--- config.mk ---
export PLATFORM = sky130hd
export DESIGN_NAME = sensor_command_line_parser_flat
export DESIGN_NICKNAME = d
export VERILOG_FILES = /design/src/rtl/scp_pkg.sv /design/src/rtl/scp_if.sv /design/src/rtl/scp_line_scan.sv /design/src/rtl/sensor_command_line_parser.sv /design/src/flat_wrapper.sv
export SDC_FILE = /design/constraint.sdc
export NUM_CORES = 1
export LEC_CHECK = 0
export BUFFER_PORTS_ARGS = -buffer_cell sky130_fd_sc_hd__buf_4
export CORE_MARGIN = 1.5
export CORE_UTILIZATION = 55
export DETAILED_ROUTE_END_ITERATION = 8
export PLACE_DENSITY_LB_ADDON = 0.3
export SYNTH_ARGS = -nofsm -noshare
export SYNTH_HDL_FRONTEND = slang
export SYNTH_HIERARCHICAL = 1
export SYNTH_SLANG_ARGS = --single-unit
--- constraint.sdc ---
create_clock -name clk -period 4.1 [get_ports clk]
set_input_delay 0.615 -clock clk [delete_from_list [all_inputs] [get_ports clk]]
set_output_delay 0.615 -clock clk [all_outputs]
set_load 0.01 [all_outputs]
--- src/rtl/scp_pkg.sv ---
`timescale 1ns / 1ps
// ---------------------------------------------------------------------------
// scp_pkg
// Shared types and constants of the sensor command line parser.
// ---------------------------------------------------------------------------
package scp_pkg;

    // Configuration port
    localparam int CFG_DATA_W = 16;
    typedef logic [0:0]            cfg_index_t;
    typedef logic [CFG_DATA_W-1:0] cfg_data_t;

    localparam cfg_index_t REG_START_PERIOD  = 1'd0;
    localparam cfg_index_t REG_START_CELSIUS = 1'd1;

    // Fault codes
    typedef logic [1:0] fault_t;
    localparam fault_t FAULT_NONE     = 2'd0;
    localparam fault_t FAULT_INVALID  = 2'd1;
    localparam fault_t FAULT_PERIOD   = 2'd2;
    localparam fault_t FAULT_TOO_LONG = 2'd3;

    // Keyword indices, in match priority order
    localparam int KW_COUNT = 6;
    typedef logic [2:0] kw_idx_t;
    localparam kw_idx_t KW_OFF     = 3'd0;
    localparam kw_idx_t KW_STOP    = 3'd1;
    localparam kw_idx_t KW_START   = 3'd2;
    localparam kw_idx_t KW_SCALE_F = 3'd3;
    localparam kw_idx_t KW_SCALE_C = 3'd4;
    localparam kw_idx_t KW_PERIOD  = 3'd5;

    // Digits of the period start after "PERIOD="
    localparam int DIGIT_START = 7;

    // Keyword text, left aligned in seven characters
    localparam logic [55:0] TXT_OFF     = {"OFF", 32'h0};
    localparam logic [55:0] TXT_STOP    = {"STOP", 24'h0};
    localparam logic [55:0] TXT_START   = {"START", 16'h0};
    localparam logic [55:0] TXT_SCALE_F = "SCALE=F";
    localparam logic [55:0] TXT_SCALE_C = "SCALE=C";
    localparam logic [55:0] TXT_PERIOD  = "PERIOD=";

    localparam logic [7:0] BYTE_NUL = 8'h00;
    localparam logic [7:0] BYTE_LF  = 8'h0A;
    localparam logic [7:0] CHAR_0   = 8'h30;
    localparam logic [7:0] CHAR_9   = 8'h39;

    // Outcome of one byte, handed from the scanner to the settings logic
    typedef struct packed {
        logic    too_long;
        logic    line_end;
        logic    hit_any;
        kw_idx_t hit;
        logic    period_ok;
    } scan_evt_t;

    function automatic logic [2:0] kw_len(input kw_idx_t k);
        logic [2:0] len;
        case (k)
            KW_OFF:   len = 3'd3;
            KW_STOP:  len = 3'd4;
            KW_START: len = 3'd5;
            default:  len = 3'd7;
        endcase
        return len;
    endfunction

    // Character i of keyword k
    function automatic logic [7:0] kw_char(input kw_idx_t k, input logic [2:0] i);
        logic [55:0] txt;
        logic [5:0]  sh;
        case (k)
            KW_OFF:     txt = TXT_OFF;
            KW_STOP:    txt = TXT_STOP;
            KW_START:   txt = TXT_START;
            KW_SCALE_F: txt = TXT_SCALE_F;
            KW_SCALE_C: txt = TXT_SCALE_C;
            default:    txt = TXT_PERIOD;
        endcase
        sh = {3'd6 - i, 3'b000};
        return 8'(txt >> sh);
    endfunction

endpackage

--- src/rtl/scp_if.sv ---
`timescale 1ns / 1ps
// ---------------------------------------------------------------------------
// scp_cmd_if / scp_rsp_if
// Valid/ready channels for command bytes and for result words.
// ---------------------------------------------------------------------------
interface scp_cmd_if;
    logic       valid;
    logic       ready;
    logic [7:0] cmd_byte;

    modport source (output valid, output cmd_byte, input ready);
    modport sink   (input valid, input cmd_byte, output ready);
endinterface

interface scp_rsp_if;
    logic        valid;
    logic        ready;
    logic        power_on;
    logic        report_enable;
    logic        celsius_mode;
    logic [15:0] period_seconds;
    logic        command_done;
    logic [1:0]  fault_code;

    modport source (output valid, output power_on, output report_enable,
                    output celsius_mode, output period_seconds,
                    output command_done, output fault_code, input ready);
    modport sink   (input valid, input power_on, input report_enable,
                    input celsius_mode, input period_seconds,
                    input command_done, input fault_code, output ready);
endinterface

--- src/rtl/scp_line_scan.sv ---
`timescale 1ns / 1ps
// ---------------------------------------------------------------------------
// scp_line_scan
// Per-byte line scanner: prefix match, digit accumulation, line checks.
// ---------------------------------------------------------------------------
module scp_line_scan #(
    parameter int LINE_LIMIT  = 1024,
    parameter int PERIOD_BITS = 16,
    parameter int LEN_W       = $clog2(LINE_LIMIT)
) (
    input  logic [7:0]             byte_in,
    input  logic [LEN_W-1:0]       len,
    input  logic [5:0]             alive,
    input  logic                   text_ended,
    input  logic                   digits_valid,
    input  logic [PERIOD_BITS-1:0] accum,
    output logic [LEN_W-1:0]       len_next,
    output logic [5:0]             alive_next,
    output logic                   text_ended_next,
    output logic                   digits_valid_next,
    output logic [PERIOD_BITS-1:0] accum_next,
    output scp_pkg::scan_evt_t     evt
);
    import scp_pkg::*;

    localparam int                   PROD_W     = PERIOD_BITS + 4;
    localparam logic [PERIOD_BITS-1:0] PERIOD_MAX = '1;

    logic [5:0]        alive_final;
    logic [PROD_W-1:0] prod;
    logic              is_digit;

    assign is_digit = (byte_in >= CHAR_0) && (byte_in <= CHAR_9);
    // accum * 10 + digit
    assign prod = (PROD_W'(accum) << 3) + (PROD_W'(accum) << 1)
                + PROD_W'(byte_in - CHAR_0);

    always_comb
    begin
        alive_next        = alive;
        text_ended_next   = text_ended;
        digits_valid_next = digits_valid;
        accum_next        = accum;
        len_next          = len + LEN_W'(1);
        if (!text_ended)
        begin
            if (byte_in == BYTE_NUL)
            begin
                text_ended_next = 1'b1;
                for (int k = 0; k < KW_COUNT; k++)
                begin
                    if (LEN_W'(kw_len(3'(k))) > len)
                        alive_next[k] = 1'b0;
                end
            end
            else
            begin
                for (int k = 0; k < KW_COUNT; k++)
                begin
                    if ((len < LEN_W'(kw_len(3'(k))))
                        && (byte_in != kw_char(3'(k), len[2:0])))
                        alive_next[k] = 1'b0;
                end
                if (len >= LEN_W'(DIGIT_START))
                begin
                    if (is_digit)
                    begin
                        if (prod > PROD_W'(PERIOD_MAX))
                            accum_next = PERIOD_MAX;
                        else
                            accum_next = PERIOD_BITS'(prod);
                    end
                    else
                    begin
                        digits_valid_next = 1'b0;
                    end
                end
            end
        end
    end

    // Keywords still alive once the line ends here
    always_comb
    begin
        alive_final = alive;
        if (!text_ended)
        begin
            for (int k = 0; k < KW_COUNT; k++)
            begin
                if (LEN_W'(kw_len(3'(k))) > len)
                    alive_final[k] = 1'b0;
            end
        end
    end

    always_comb
    begin
        evt.too_long  = (len >= LEN_W'(LINE_LIMIT - 1));
        evt.line_end  = (byte_in == BYTE_LF);
        evt.hit_any   = |alive_final;
        evt.period_ok = digits_valid && (accum != '0);
        evt.hit       = KW_PERIOD;
        for (int k = KW_COUNT - 1; k >= 0; k--)
        begin
            if (alive_final[k])
                evt.hit = 3'(k);
        end
    end

endmodule

--- src/rtl/sensor_command_line_parser.sv ---
`timescale 1ns / 1ps
// ---------------------------------------------------------------------------
// sensor_command_line_parser
// Command byte parser holding the settings of a temperature reporter.
// ---------------------------------------------------------------------------
// Takes one command byte per cycle and returns one result word per byte,
// carrying power, report enable, scale, period, a command-done strobe and a
// sticky fault code. Throughput is one byte per clock while results are
// taken; each byte passes the input register and then the result register,
// with all matching, digit accumulation and command decoding done in one
// pass of logic between them. A stalled result word does not block the input
// register from filling. After a fault, or once OFF has completed, bytes
// are still taken and answered but change nothing. Configuration writes
// load the period (0 reads as 1, values above the period maximum saturate)
// and the scale directly; they are to be made only while the block is idle.
// No clearing pass is needed after reset.
module sensor_command_line_parser #(
    parameter int LINE_LIMIT  = 1024,
    parameter int PERIOD_BITS = 16
) (
    input  logic                 clk,
    input  logic                 rst_n,
    input  logic                 cfg_we,
    input  scp_pkg::cfg_index_t  cfg_index,
    input  scp_pkg::cfg_data_t   cfg_data,
    scp_cmd_if.sink              cmd,
    scp_rsp_if.source            rsp
);
    import scp_pkg::*;

    localparam int                     LEN_W      = $clog2(LINE_LIMIT);
    localparam logic [PERIOD_BITS-1:0] PERIOD_MAX = '1;

    // Input register
    logic       in_valid_reg;
    logic [7:0] byte_reg;

    // Line state
    logic [LEN_W-1:0]       len_reg;
    logic [5:0]             alive_reg;
    logic                   text_ended_reg;
    logic                   digits_valid_reg;
    logic [PERIOD_BITS-1:0] accum_reg;

    // Settings
    logic                   power_reg;
    logic                   report_reg;
    logic                   scale_reg;
    logic [PERIOD_BITS-1:0] period_reg;
    fault_t                 fault_reg;

    // Result register
    logic        out_valid_reg;
    logic        res_power_reg;
    logic        res_report_reg;
    logic        res_scale_reg;
    logic [15:0] res_period_reg;
    logic        res_done_reg;
    fault_t      res_fault_reg;

    // Scanner outputs
    logic [LEN_W-1:0]       len_scan;
    logic [5:0]             alive_scan;
    logic                   text_ended_scan;
    logic                   digits_valid_scan;
    logic [PERIOD_BITS-1:0] accum_scan;
    scan_evt_t              evt;

    // Next values
    logic                   power_next;
    logic                   report_next;
    logic                   scale_next;
    logic [PERIOD_BITS-1:0] period_next;
    fault_t                 fault_next;
    logic                   done_next;
    logic                   absorb;
    logic                   clear_line;
    logic [31:0]            period_wide;
    logic [31:0]            cfg_wide;
    logic [PERIOD_BITS-1:0] cfg_period;

    logic advance;
    logic process;

    // Result slot free or being emptied: the pipe moves on
    assign advance   = !out_valid_reg || rsp.ready;
    assign cmd.ready = !in_valid_reg || advance;
    assign process   = advance && in_valid_reg;

    scp_line_scan #(
        .LINE_LIMIT  (LINE_LIMIT),
        .PERIOD_BITS (PERIOD_BITS),
        .LEN_W       (LEN_W)
    ) u_scan (
        .byte_in           (byte_reg),
        .len               (len_reg),
        .alive             (alive_reg),
        .text_ended        (text_ended_reg),
        .digits_valid      (digits_valid_reg),
        .accum             (accum_reg),
        .len_next          (len_scan),
        .alive_next        (alive_scan),
        .text_ended_next   (text_ended_scan),
        .digits_valid_next (digits_valid_scan),
        .accum_next        (accum_scan),
        .evt               (evt)
    );

    // Command decode: a line feed executes the first keyword still alive
    always_comb
    begin
        power_next  = power_reg;
        report_next = report_reg;
        scale_next  = scale_reg;
        period_next = period_reg;
        fault_next  = fault_reg;
        done_next   = 1'b0;
        absorb      = 1'b0;
        clear_line  = 1'b0;
        if ((fault_reg == FAULT_NONE) && power_reg)
        begin
            if (evt.too_long)
            begin
                fault_next = FAULT_TOO_LONG;
            end
            else if (evt.line_end)
            begin
                if (!evt.hit_any)
                begin
                    fault_next = FAULT_INVALID;
                end
                else
                begin
                    done_next  = 1'b1;
                    clear_line = 1'b1;
                    case (evt.hit)
                        KW_OFF:     power_next  = 1'b0;
                        KW_STOP:    report_next = 1'b0;
                        KW_START:   report_next = 1'b1;
                        KW_SCALE_F: scale_next  = 1'b0;
                        KW_SCALE_C: scale_next  = 1'b1;
                        default:
                        begin
                            if (evt.period_ok)
                            begin
                                period_next = accum_reg;
                            end
                            else
                            begin
                                fault_next = FAULT_PERIOD;
                                done_next  = 1'b0;
                                clear_line = 1'b0;
                            end
                        end
                    endcase
                end
            end
            else
            begin
                absorb = 1'b1;
            end
        end
    end

    // Period register load from the configuration port
    assign cfg_wide = 32'(cfg_data);
    always_comb
    begin
        if (cfg_wide == 32'd0)
            cfg_period = PERIOD_BITS'(1);
        else if (cfg_wide > 32'(PERIOD_MAX))
            cfg_period = PERIOD_MAX;
        else
            cfg_period = PERIOD_BITS'(cfg_wide);
    end

    assign period_wide = 32'(period_next);

    // Input register
    always_ff @(posedge clk or negedge rst_n)
    begin
        if (!rst_n)
        begin
            in_valid_reg <= 1'b0;
        end
        else if (cmd.ready)
        begin
            in_valid_reg <= cmd.valid;
        end
    end

    always_ff @(posedge clk)
    begin
        if (cmd.ready && cmd.valid)
            byte_reg <= cmd.cmd_byte;
    end

    // Line state and settings
    always_ff @(posedge clk or negedge rst_n)
    begin
        if (!rst_n)
        begin
            len_reg          <= '0;
            alive_reg        <= '1;
            text_ended_reg   <= 1'b0;
            digits_valid_reg <= 1'b1;
            accum_reg        <= '0;
            power_reg        <= 1'b1;
            report_reg       <= 1'b1;
            scale_reg        <= 1'b0;
            period_reg       <= PERIOD_BITS'(1);
            fault_reg        <= FAULT_NONE;
        end
        else if (process)
        begin
            power_reg  <= power_next;
            report_reg <= report_next;
            scale_reg  <= scale_next;
            period_reg <= period_next;
            fault_reg  <= fault_next;
            if (clear_line)
            begin
                len_reg          <= '0;
                alive_reg        <= '1;
                text_ended_reg   <= 1'b0;
                digits_valid_reg <= 1'b1;
                accum_reg        <= '0;
            end
            else if (absorb)
            begin
                len_reg          <= len_scan;
                alive_reg        <= alive_scan;
                text_ended_reg   <= text_ended_scan;
                digits_valid_reg <= digits_valid_scan;
                accum_reg        <= accum_scan;
            end
        end
        else if (cfg_we)
        begin
            case (cfg_index)
                REG_START_PERIOD:  period_reg <= cfg_period;
                REG_START_CELSIUS: scale_reg  <= cfg_data[0];
                default:           period_reg <= period_reg;
            endcase
        end
    end

    // Result register
    always_ff @(posedge clk or negedge rst_n)
    begin
        if (!rst_n)
        begin
            out_valid_reg <= 1'b0;
        end
        else if (advance)
        begin
            out_valid_reg <= in_valid_reg;
        end
    end

    always_ff @(posedge clk)
    begin
        if (process)
        begin
            res_power_reg  <= power_next;
            res_report_reg <= report_next;
            res_scale_reg  <= scale_next;
            res_period_reg <= period_wide[15:0];
            res_done_reg   <= done_next;
            res_fault_reg  <= fault_next;
        end
    end

    assign rsp.valid          = out_valid_reg;
    assign rsp.power_on       = res_power_reg;
    assign rsp.report_enable  = res_report_reg;
    assign rsp.celsius_mode   = res_scale_reg;
    assign rsp.period_seconds = res_period_reg;
    assign rsp.command_done   = res_done_reg;
    assign rsp.fault_code     = res_fault_reg;

    // Faults hold until reset
    a_fault_sticky: assert property (@(posedge clk) disable iff (!rst_n)
        (fault_reg != FAULT_NONE) |=> (fault_reg == $past(fault_reg)))
        else $error("fault code changed after a fault");

    // Once off, the block stays off
    a_power_sticky: assert property (@(posedge clk) disable iff (!rst_n)
        !power_reg |=> !power_reg)
        else $error("power came back without reset");

    // A completed command never comes with a fault
    a_done_no_fault: assert property (@(posedge clk) disable iff (!rst_n)
        (rsp.valid && rsp.command_done) |-> (rsp.fault_code == FAULT_NONE))
        else $error("command done reported with a fault");

    // Line length never passes the limit
    a_len_bound: assert property (@(posedge clk) disable iff (!rst_n)
        len_reg <= LEN_W'(LINE_LIMIT - 1))
        else $error("line length beyond limit");

endmodule
--- src/flat_wrapper.sv ---
// flat-port wrapper written by rule: the top's interface ports become plain ports
module sensor_command_line_parser_flat import scp_pkg::*;
#(
    parameter int LINE_LIMIT  = 1024,
    parameter int PERIOD_BITS = 16
)
  (clk, rst_n, cfg_we, cfg_index, cfg_data, cmd_valid, cmd_cmd_byte, cmd_ready, rsp_valid, rsp_power_on, rsp_report_enable, rsp_celsius_mode, rsp_period_seconds, rsp_command_done, rsp_fault_code, rsp_ready);
  scp_cmd_if cmd_i ();
  scp_rsp_if rsp_i ();
  input  logic clk;
  input  logic rst_n;
  input  logic cfg_we;
  input  scp_pkg::cfg_index_t cfg_index;
  input  scp_pkg::cfg_data_t cfg_data;
  input wire logic [$bits(cmd_i.valid)-1:0] cmd_valid;
  input wire logic [$bits(cmd_i.cmd_byte)-1:0] cmd_cmd_byte;
  output wire logic [$bits(cmd_i.ready)-1:0] cmd_ready;
  output wire logic [$bits(rsp_i.valid)-1:0] rsp_valid;
  output wire logic [$bits(rsp_i.power_on)-1:0] rsp_power_on;
  output wire logic [$bits(rsp_i.report_enable)-1:0] rsp_report_enable;
  output wire logic [$bits(rsp_i.celsius_mode)-1:0] rsp_celsius_mode;
  output wire logic [$bits(rsp_i.period_seconds)-1:0] rsp_period_seconds;
  output wire logic [$bits(rsp_i.command_done)-1:0] rsp_command_done;
  output wire logic [$bits(rsp_i.fault_code)-1:0] rsp_fault_code;
  input wire logic [$bits(rsp_i.ready)-1:0] rsp_ready;
  assign cmd_i.valid = cmd_valid;
  assign cmd_i.cmd_byte = cmd_cmd_byte;
  assign cmd_ready = cmd_i.ready;
  assign rsp_valid = rsp_i.valid;
  assign rsp_power_on = rsp_i.power_on;
  assign rsp_report_enable = rsp_i.report_enable;
  assign rsp_celsius_mode = rsp_i.celsius_mode;
  assign rsp_period_seconds = rsp_i.period_seconds;
  assign rsp_command_done = rsp_i.command_done;
  assign rsp_fault_code = rsp_i.fault_code;
  assign rsp_i.ready = rsp_ready;
  sensor_command_line_parser #(.LINE_LIMIT(LINE_LIMIT), .PERIOD_BITS(PERIOD_BITS)) u_core (.clk(clk), .rst_n(rst_n), .cfg_we(cfg_we), .cfg_index(cfg_index), .cfg_data(cfg_data), .cmd(cmd_i), .rsp(rsp_i));
endmodule
* Yosys cells after proc, flatten, opt, wreduce, memory -nomap -nowiden *
Cells that the tools add are included.

word-level totals
  word-level logic and storage cells = 237
  bits in registers = 87
  output and inout port bits = 24
  bits of input ports = 30

cells by class
  eq/ne operators = 19
  shifts and indexed selects = 6
  order comparisons = 18
  reductions and logical operators = 44
  muxes and demuxes = 121
  $add $sub $neg = 5

operator list
  cell                   count
  $mux 56                12
  $shr 56x6->8           6
  $mux 16                18
  $gt 3x10->1            8
  $mux 3                 24
  $mux 1                 52
  $ne 8x8->1             6
  $lt 10x3->1            4
  $logic_not 32->1       1
  $mux 6                 5
  $reduce_and 5->1       6
  $add 19x17->20         1
  $add 20x20->20         1
  $gt 20x16->1 const B   1
  $mux 10                2
  $reduce_bool 3->1      6
  $gt 16x16->1 const B   1
  $reduce_bool 16->1     1
  $mux 2                 6
  $ne 3x1->1 const B     4
  $reduce_and 6->1       2
  $logic_and 1x1->1      11
  $add 10x1->10 const B  1
  $ge 10x10->1 const B   1
  21 further kinds       33

* Depth between registers and ports, before layout *
  word-level depth = 18
  mapped depth = 16
  mapped depth without buffers = 14

* Cells and area by module *
The synthesis kept the hierarchy.

modules (own cells, without submodules)
  module                      sequential area each (um^2)  instances  area each (um^2)  cells each
  sensor_command_line_parser  2339.7                       1          3606.0            246
  scp_line_scan               0.0                          1          2797.7            407

* Worst setup path before layout *
OpenSTA, ideal clock, no wires.

  path type = register -> register
  start point = register u_core.byte_reg[4]
  end point = register u_core.accum_reg[10]
  path slack = -0.363 ns
  required time = 3.979 ns
  clock period less this slack = 4.463 ns
  library setup time = 0.121 ns
  data arrival time = 4.342 ns
  cell stages (with the launch flop) = 15
  path buffers = 2
  path through = edfxtp_1 > ha_1 > nor3_1 > fa_1 > ha_1 > clkbuf_1 > and3_1 > o311a_1 > a211o_1 > a21oi_1 > a21oi_1 > nor4_4 > buf_6 > a21oi_1 > a22o_1

between the ends
  cells in the longest elaborated chain, start to end = 10
  elaborated cells on any way between the ends = 27
  classes of those cells = add/sub: 2; order compare: 3; eq/ne: 3; mux: 13; reduce/logical: 6

ends and longest elaborated chain
  element                    line                               source
  start, declared            sensor_command_line_parser.sv:36   logic [7:0] byte_reg;
  start signal, assigned     sensor_command_line_parser.sv:195  byte_reg <= cmd.cmd_byte;
  $sub 8x6->9 *              scp_line_scan.sv:36                + PROD_W'(byte_in - CHAR_0);
  $add 20x20->20 *           scp_line_scan.sv:36
  $gt 20x16->1               scp_line_scan.sv:68                if (prod > PROD_W'(PERIOD_MAX))
  $mux 16 *                  scp_line_scan.sv:68
  $mux 16 *                  scp_line_scan.sv:66                if (is_digit)
  $mux 16 *                  scp_line_scan.sv:64                if (len >= LEN_W'(DIGIT_START))
  $mux 16 *                  scp_line_scan.sv:47                if (byte_in == BYTE_NUL)
  $mux 16 *                  scp_line_scan.sv:45                if (!text_ended)
  via u_core.accum_scan[10]  sensor_command_line_parser.sv:66   logic [PERIOD_BITS-1:0] accum_scan;
  $mux 16 *                  sensor_command_line_parser.sv:229  else if (absorb)
  $mux 16 *                  sensor_command_line_parser.sv:221  if (clear_line)
  end signal, assigned       sensor_command_line_parser.sv:235  accum_reg <= accum_scan;
  end, declared              sensor_command_line_parser.sv:43   logic [PERIOD_BITS-1:0] accum_reg;

The timed path passes the listed nets; every way through them passes the cells marked *. The select of a mux whose other input is x is not followed.
A chain may end at the register's enable or synchronous reset.

* Worst setup path after layout *
Same ends and word-level chain as after synthesis.

==> impl_metrics.toml <==
[status]
status = "complete, no violations"

[logic_synthesis]
ys_warn_count = 6
synth.area.top_cells = "sky130_fd_sc_hd__dfrtp_1, sky130_fd_sc_hd__edfxtp_1, sky130_fd_sc_hd__ha_1"
ys_seq_elements = 87
synth_net_count = 730
synth.largest_area_cell = "sky130_fd_sc_hd__dfrtp_1"
post_synth_inst_count = 653
postSynth.topFlopCell = "sky130_fd_sc_hd__dfrtp_1"
number_of_distinct_library_cells_after_synthesis = 74
synth_enable_flop_cells = 30
post-synth-top-area-fraction = 0.184
synth-seq-area-share = 0.365
syn-cell-area_um2 = 6400
async_flop_share = 0.655
syn_avg_cell_area_um2 = 9.81

[grt]
grt_first_pass_wirelength_um = 25200
antenna_found_initial = 0
gr-usage-all-layers = 0.251
first_global_vias = 5125
globalRouteOverflowTotal = 0
grt_max_degree = 58

[timing]
fin_skew_ps = 14.3
layout_worst_path_cycle_share = 0.928
final-setup-viol-count = 0
tns_ps = 0
max-slew-margin-rel = 0.225
tightestPinTransition_ps = 1160
grt_setup_unrepaired = "no"
layout_min_cycle_time_ps = 3800
final-max-slew-violation-count = 0
fin_worst_hold_slack_ps = 323
hold_viol_final = 0
fmaxAchievable_ghz = 0.263

[setup_path]
endpoint_kind = "register"
timing.critical_path.fanout_max = 16
critical_path_required_ps = 4320
critical_path_arrival_ps = 4030
crit_path_start_kind = "register"
cp-startpoint = "u_core/byte_reg[4]$_DFFE_PP_"
timing.rr.start = "u_core/byte_reg[4]$_DFFE_PP_"
path_class = "reg2reg"

[routing]
vias = 5283
drt_pass1_iterations = 5
wire_per_inst_um = 17.7
drtIter0Drc = 343
route.final.wire_length_um = 14900
vias_per_cell = 6.25
ant_nets = 0
post-route-drc-count = 0

[die]
design.die.area_um2 = 12300
initial_utilization = 0.563
rows = 39
core_region_um2 = 11400
die_width_um = 111
io-pin-count = 54
floorplan.die.height_um = 111

[clock_tree]
clockRootBuffer = "sky130_fd_sc_hd__clkbuf_16"
clock_sinks = 87
cts_tree = "built"
cts_buffers = 9
postcts_resize_cnt = 0
cts_max_level = 3
path_clk_slew_ps = 60
clock_insertion_delay_worst_skew_ps = 350
postCtsHoldBufs = 0
cts.repair_timing.setup_buffer_count = 0
cts.path.max_buffers = 2

[job]
maxCapViolations = 0

[final_layout]
fillerInstances = 946
final_core_util = 0.633
layout.cells.most_common_list = "sky130_fd_sc_hd__buf_4, sky130_fd_sc_hd__nor2_1, sky130_fd_sc_hd__a21oi_1"
mostFrequentLayoutCell = "sky130_fd_sc_hd__buf_4"
drive_gt1_frac = 0.175
synthToLayoutAreaGrowth_pct = 12.4
final_cell_count_without_fillers = 845
antennaDiodeCount = 0
final_net_count = 774

[worst_hold_path]
hold_path.class = "in2async"

[placement]
post-dp-hpwl_um = 11000
routabilityCongestion = 0.891
cell_total_after_placement = 829
port-buffer-count = 53

[power]
vdd.ir_drop.worst_uv = 320
power_leakage_nw = 3.04
post-layout-total-power_mw = 2.14
p_per_area_nw_per_um2 = 297
## cell usage after synthesis, drive strengths merged, types with 4 or more instances
cell type / n
nor2: 53
a21oi: 50
dfrtp: 47
inv: 39
nand2: 37
ha: 32
edfxtp: 30
a22o: 28
nand2b: 27
o21ai: 26
xnor2: 25
buf: 17
mux2: 17
o221a: 16
clkbuf: 15
fa: 15
nand3: 13
nor3: 13
xor2: 12
a21o: 11
nor4: 11
o21a: 11
dfstp: 10
o22a: 8
a31oi: 7
nand4: 7
nor2b: 6
o211ai: 6
a211oi: 4
and3: 4
o21bai: 4
o311a: 4
## report_power, final
| group | switching (mW) | internal, mW | total [mW] |
|---|---|---|---|
| Combinational | 0.143 | 0.146 | 0.289 |
| Sequential | 0.0361 | 0.978 | 1.01 |
| Clock | 0.359 | 0.479 | 0.838 |
| Total | 0.538 | 1.60 | 2.14 |
## cells by family after synthesis
| group | synth area share |
|---|---|
| AO/OA/AOI/OAI | 0.225 |
| XOR/XNOR | 0.0506 |
| adder cells (fa/ha/maj) | 0.109 |
| buffers and inverters | 0.0508 |
| flip-flops | 0.365 |
| multiplexers | 0.0365 |
| AND/OR/NAND/NOR | 0.162 |
## per-layer routing
metal  routed length, µm  vias to the layer above  global-route usage
li1                    -                     2501                   -
met1                6410                     2615               0.327
met2                7630                      140               0.423
met3                 586                       27              0.0388
met4                 320                        0              0.0940
met5                   0                        -                   0
## path summary, 6_finish.rpt
kind | end | slack [ps] | cells past startpoint
worst min register to register | u_core/digits_valid_reg$_DFFE_PN1P_ | 520 | 1
worst max register to register | u_core/accum_reg[10]$_DFFE_PN0P_ | 300 | 14
worst min-delay path | u_core/accum_reg[13]$_DFFE_PN0P_ | 320 | 1
min in group clk | u_core/byte_reg[2]$_DFFE_PP_ | 450 | 1
worst max-delay path | u_core/accum_reg[10]$_DFFE_PN0P_ | 300 | 14
max in group asynchronous | u_core/len_reg[0]$_DFFE_PN0P_ | 3300 | 1
## critical path: stages (launching register included)
cell,delay [ps]
sky130_fd_sc_hd__edfxtp_1,390
sky130_fd_sc_hd__ha_1,260
sky130_fd_sc_hd__nor3_2,110
sky130_fd_sc_hd__buf_4,240
sky130_fd_sc_hd__fa_1,440
sky130_fd_sc_hd__ha_1,390
sky130_fd_sc_hd__a21oi_1,250
sky130_fd_sc_hd__o21ai_0,120
sky130_fd_sc_hd__a221o_1,350
sky130_fd_sc_hd__o21bai_1,140
sky130_fd_sc_hd__a21oi_1,120
sky130_fd_sc_hd__nor4_4,300
sky130_fd_sc_hd__buf_4,260
sky130_fd_sc_hd__a21oi_1,90
sky130_fd_sc_hd__a22o_1,220
## final cells by class
type | count | area [µm²] | area share
multi-input cells | 495 | 3740 | 0.520
flip-flops and latches | 87 | 2340 | 0.325
repair buffers | 65 | 488 | 0.0678
clock buffers | 9 | 225 | 0.0313
well taps | 143 | 179 | 0.0249
inverters | 39 | 146 | 0.0203
clock inverters | 7 | 77.6 | 0.0108
## through the flow
stage               cell area, µm²  setup WS [ps]
finish                        7200            296
global placement              6900            399
CTS                           7200            308
floorplan                     6410           77.1
global route                  7200           47.7
detailed placement            6900            312
Power figures use the tool's default switching activity.
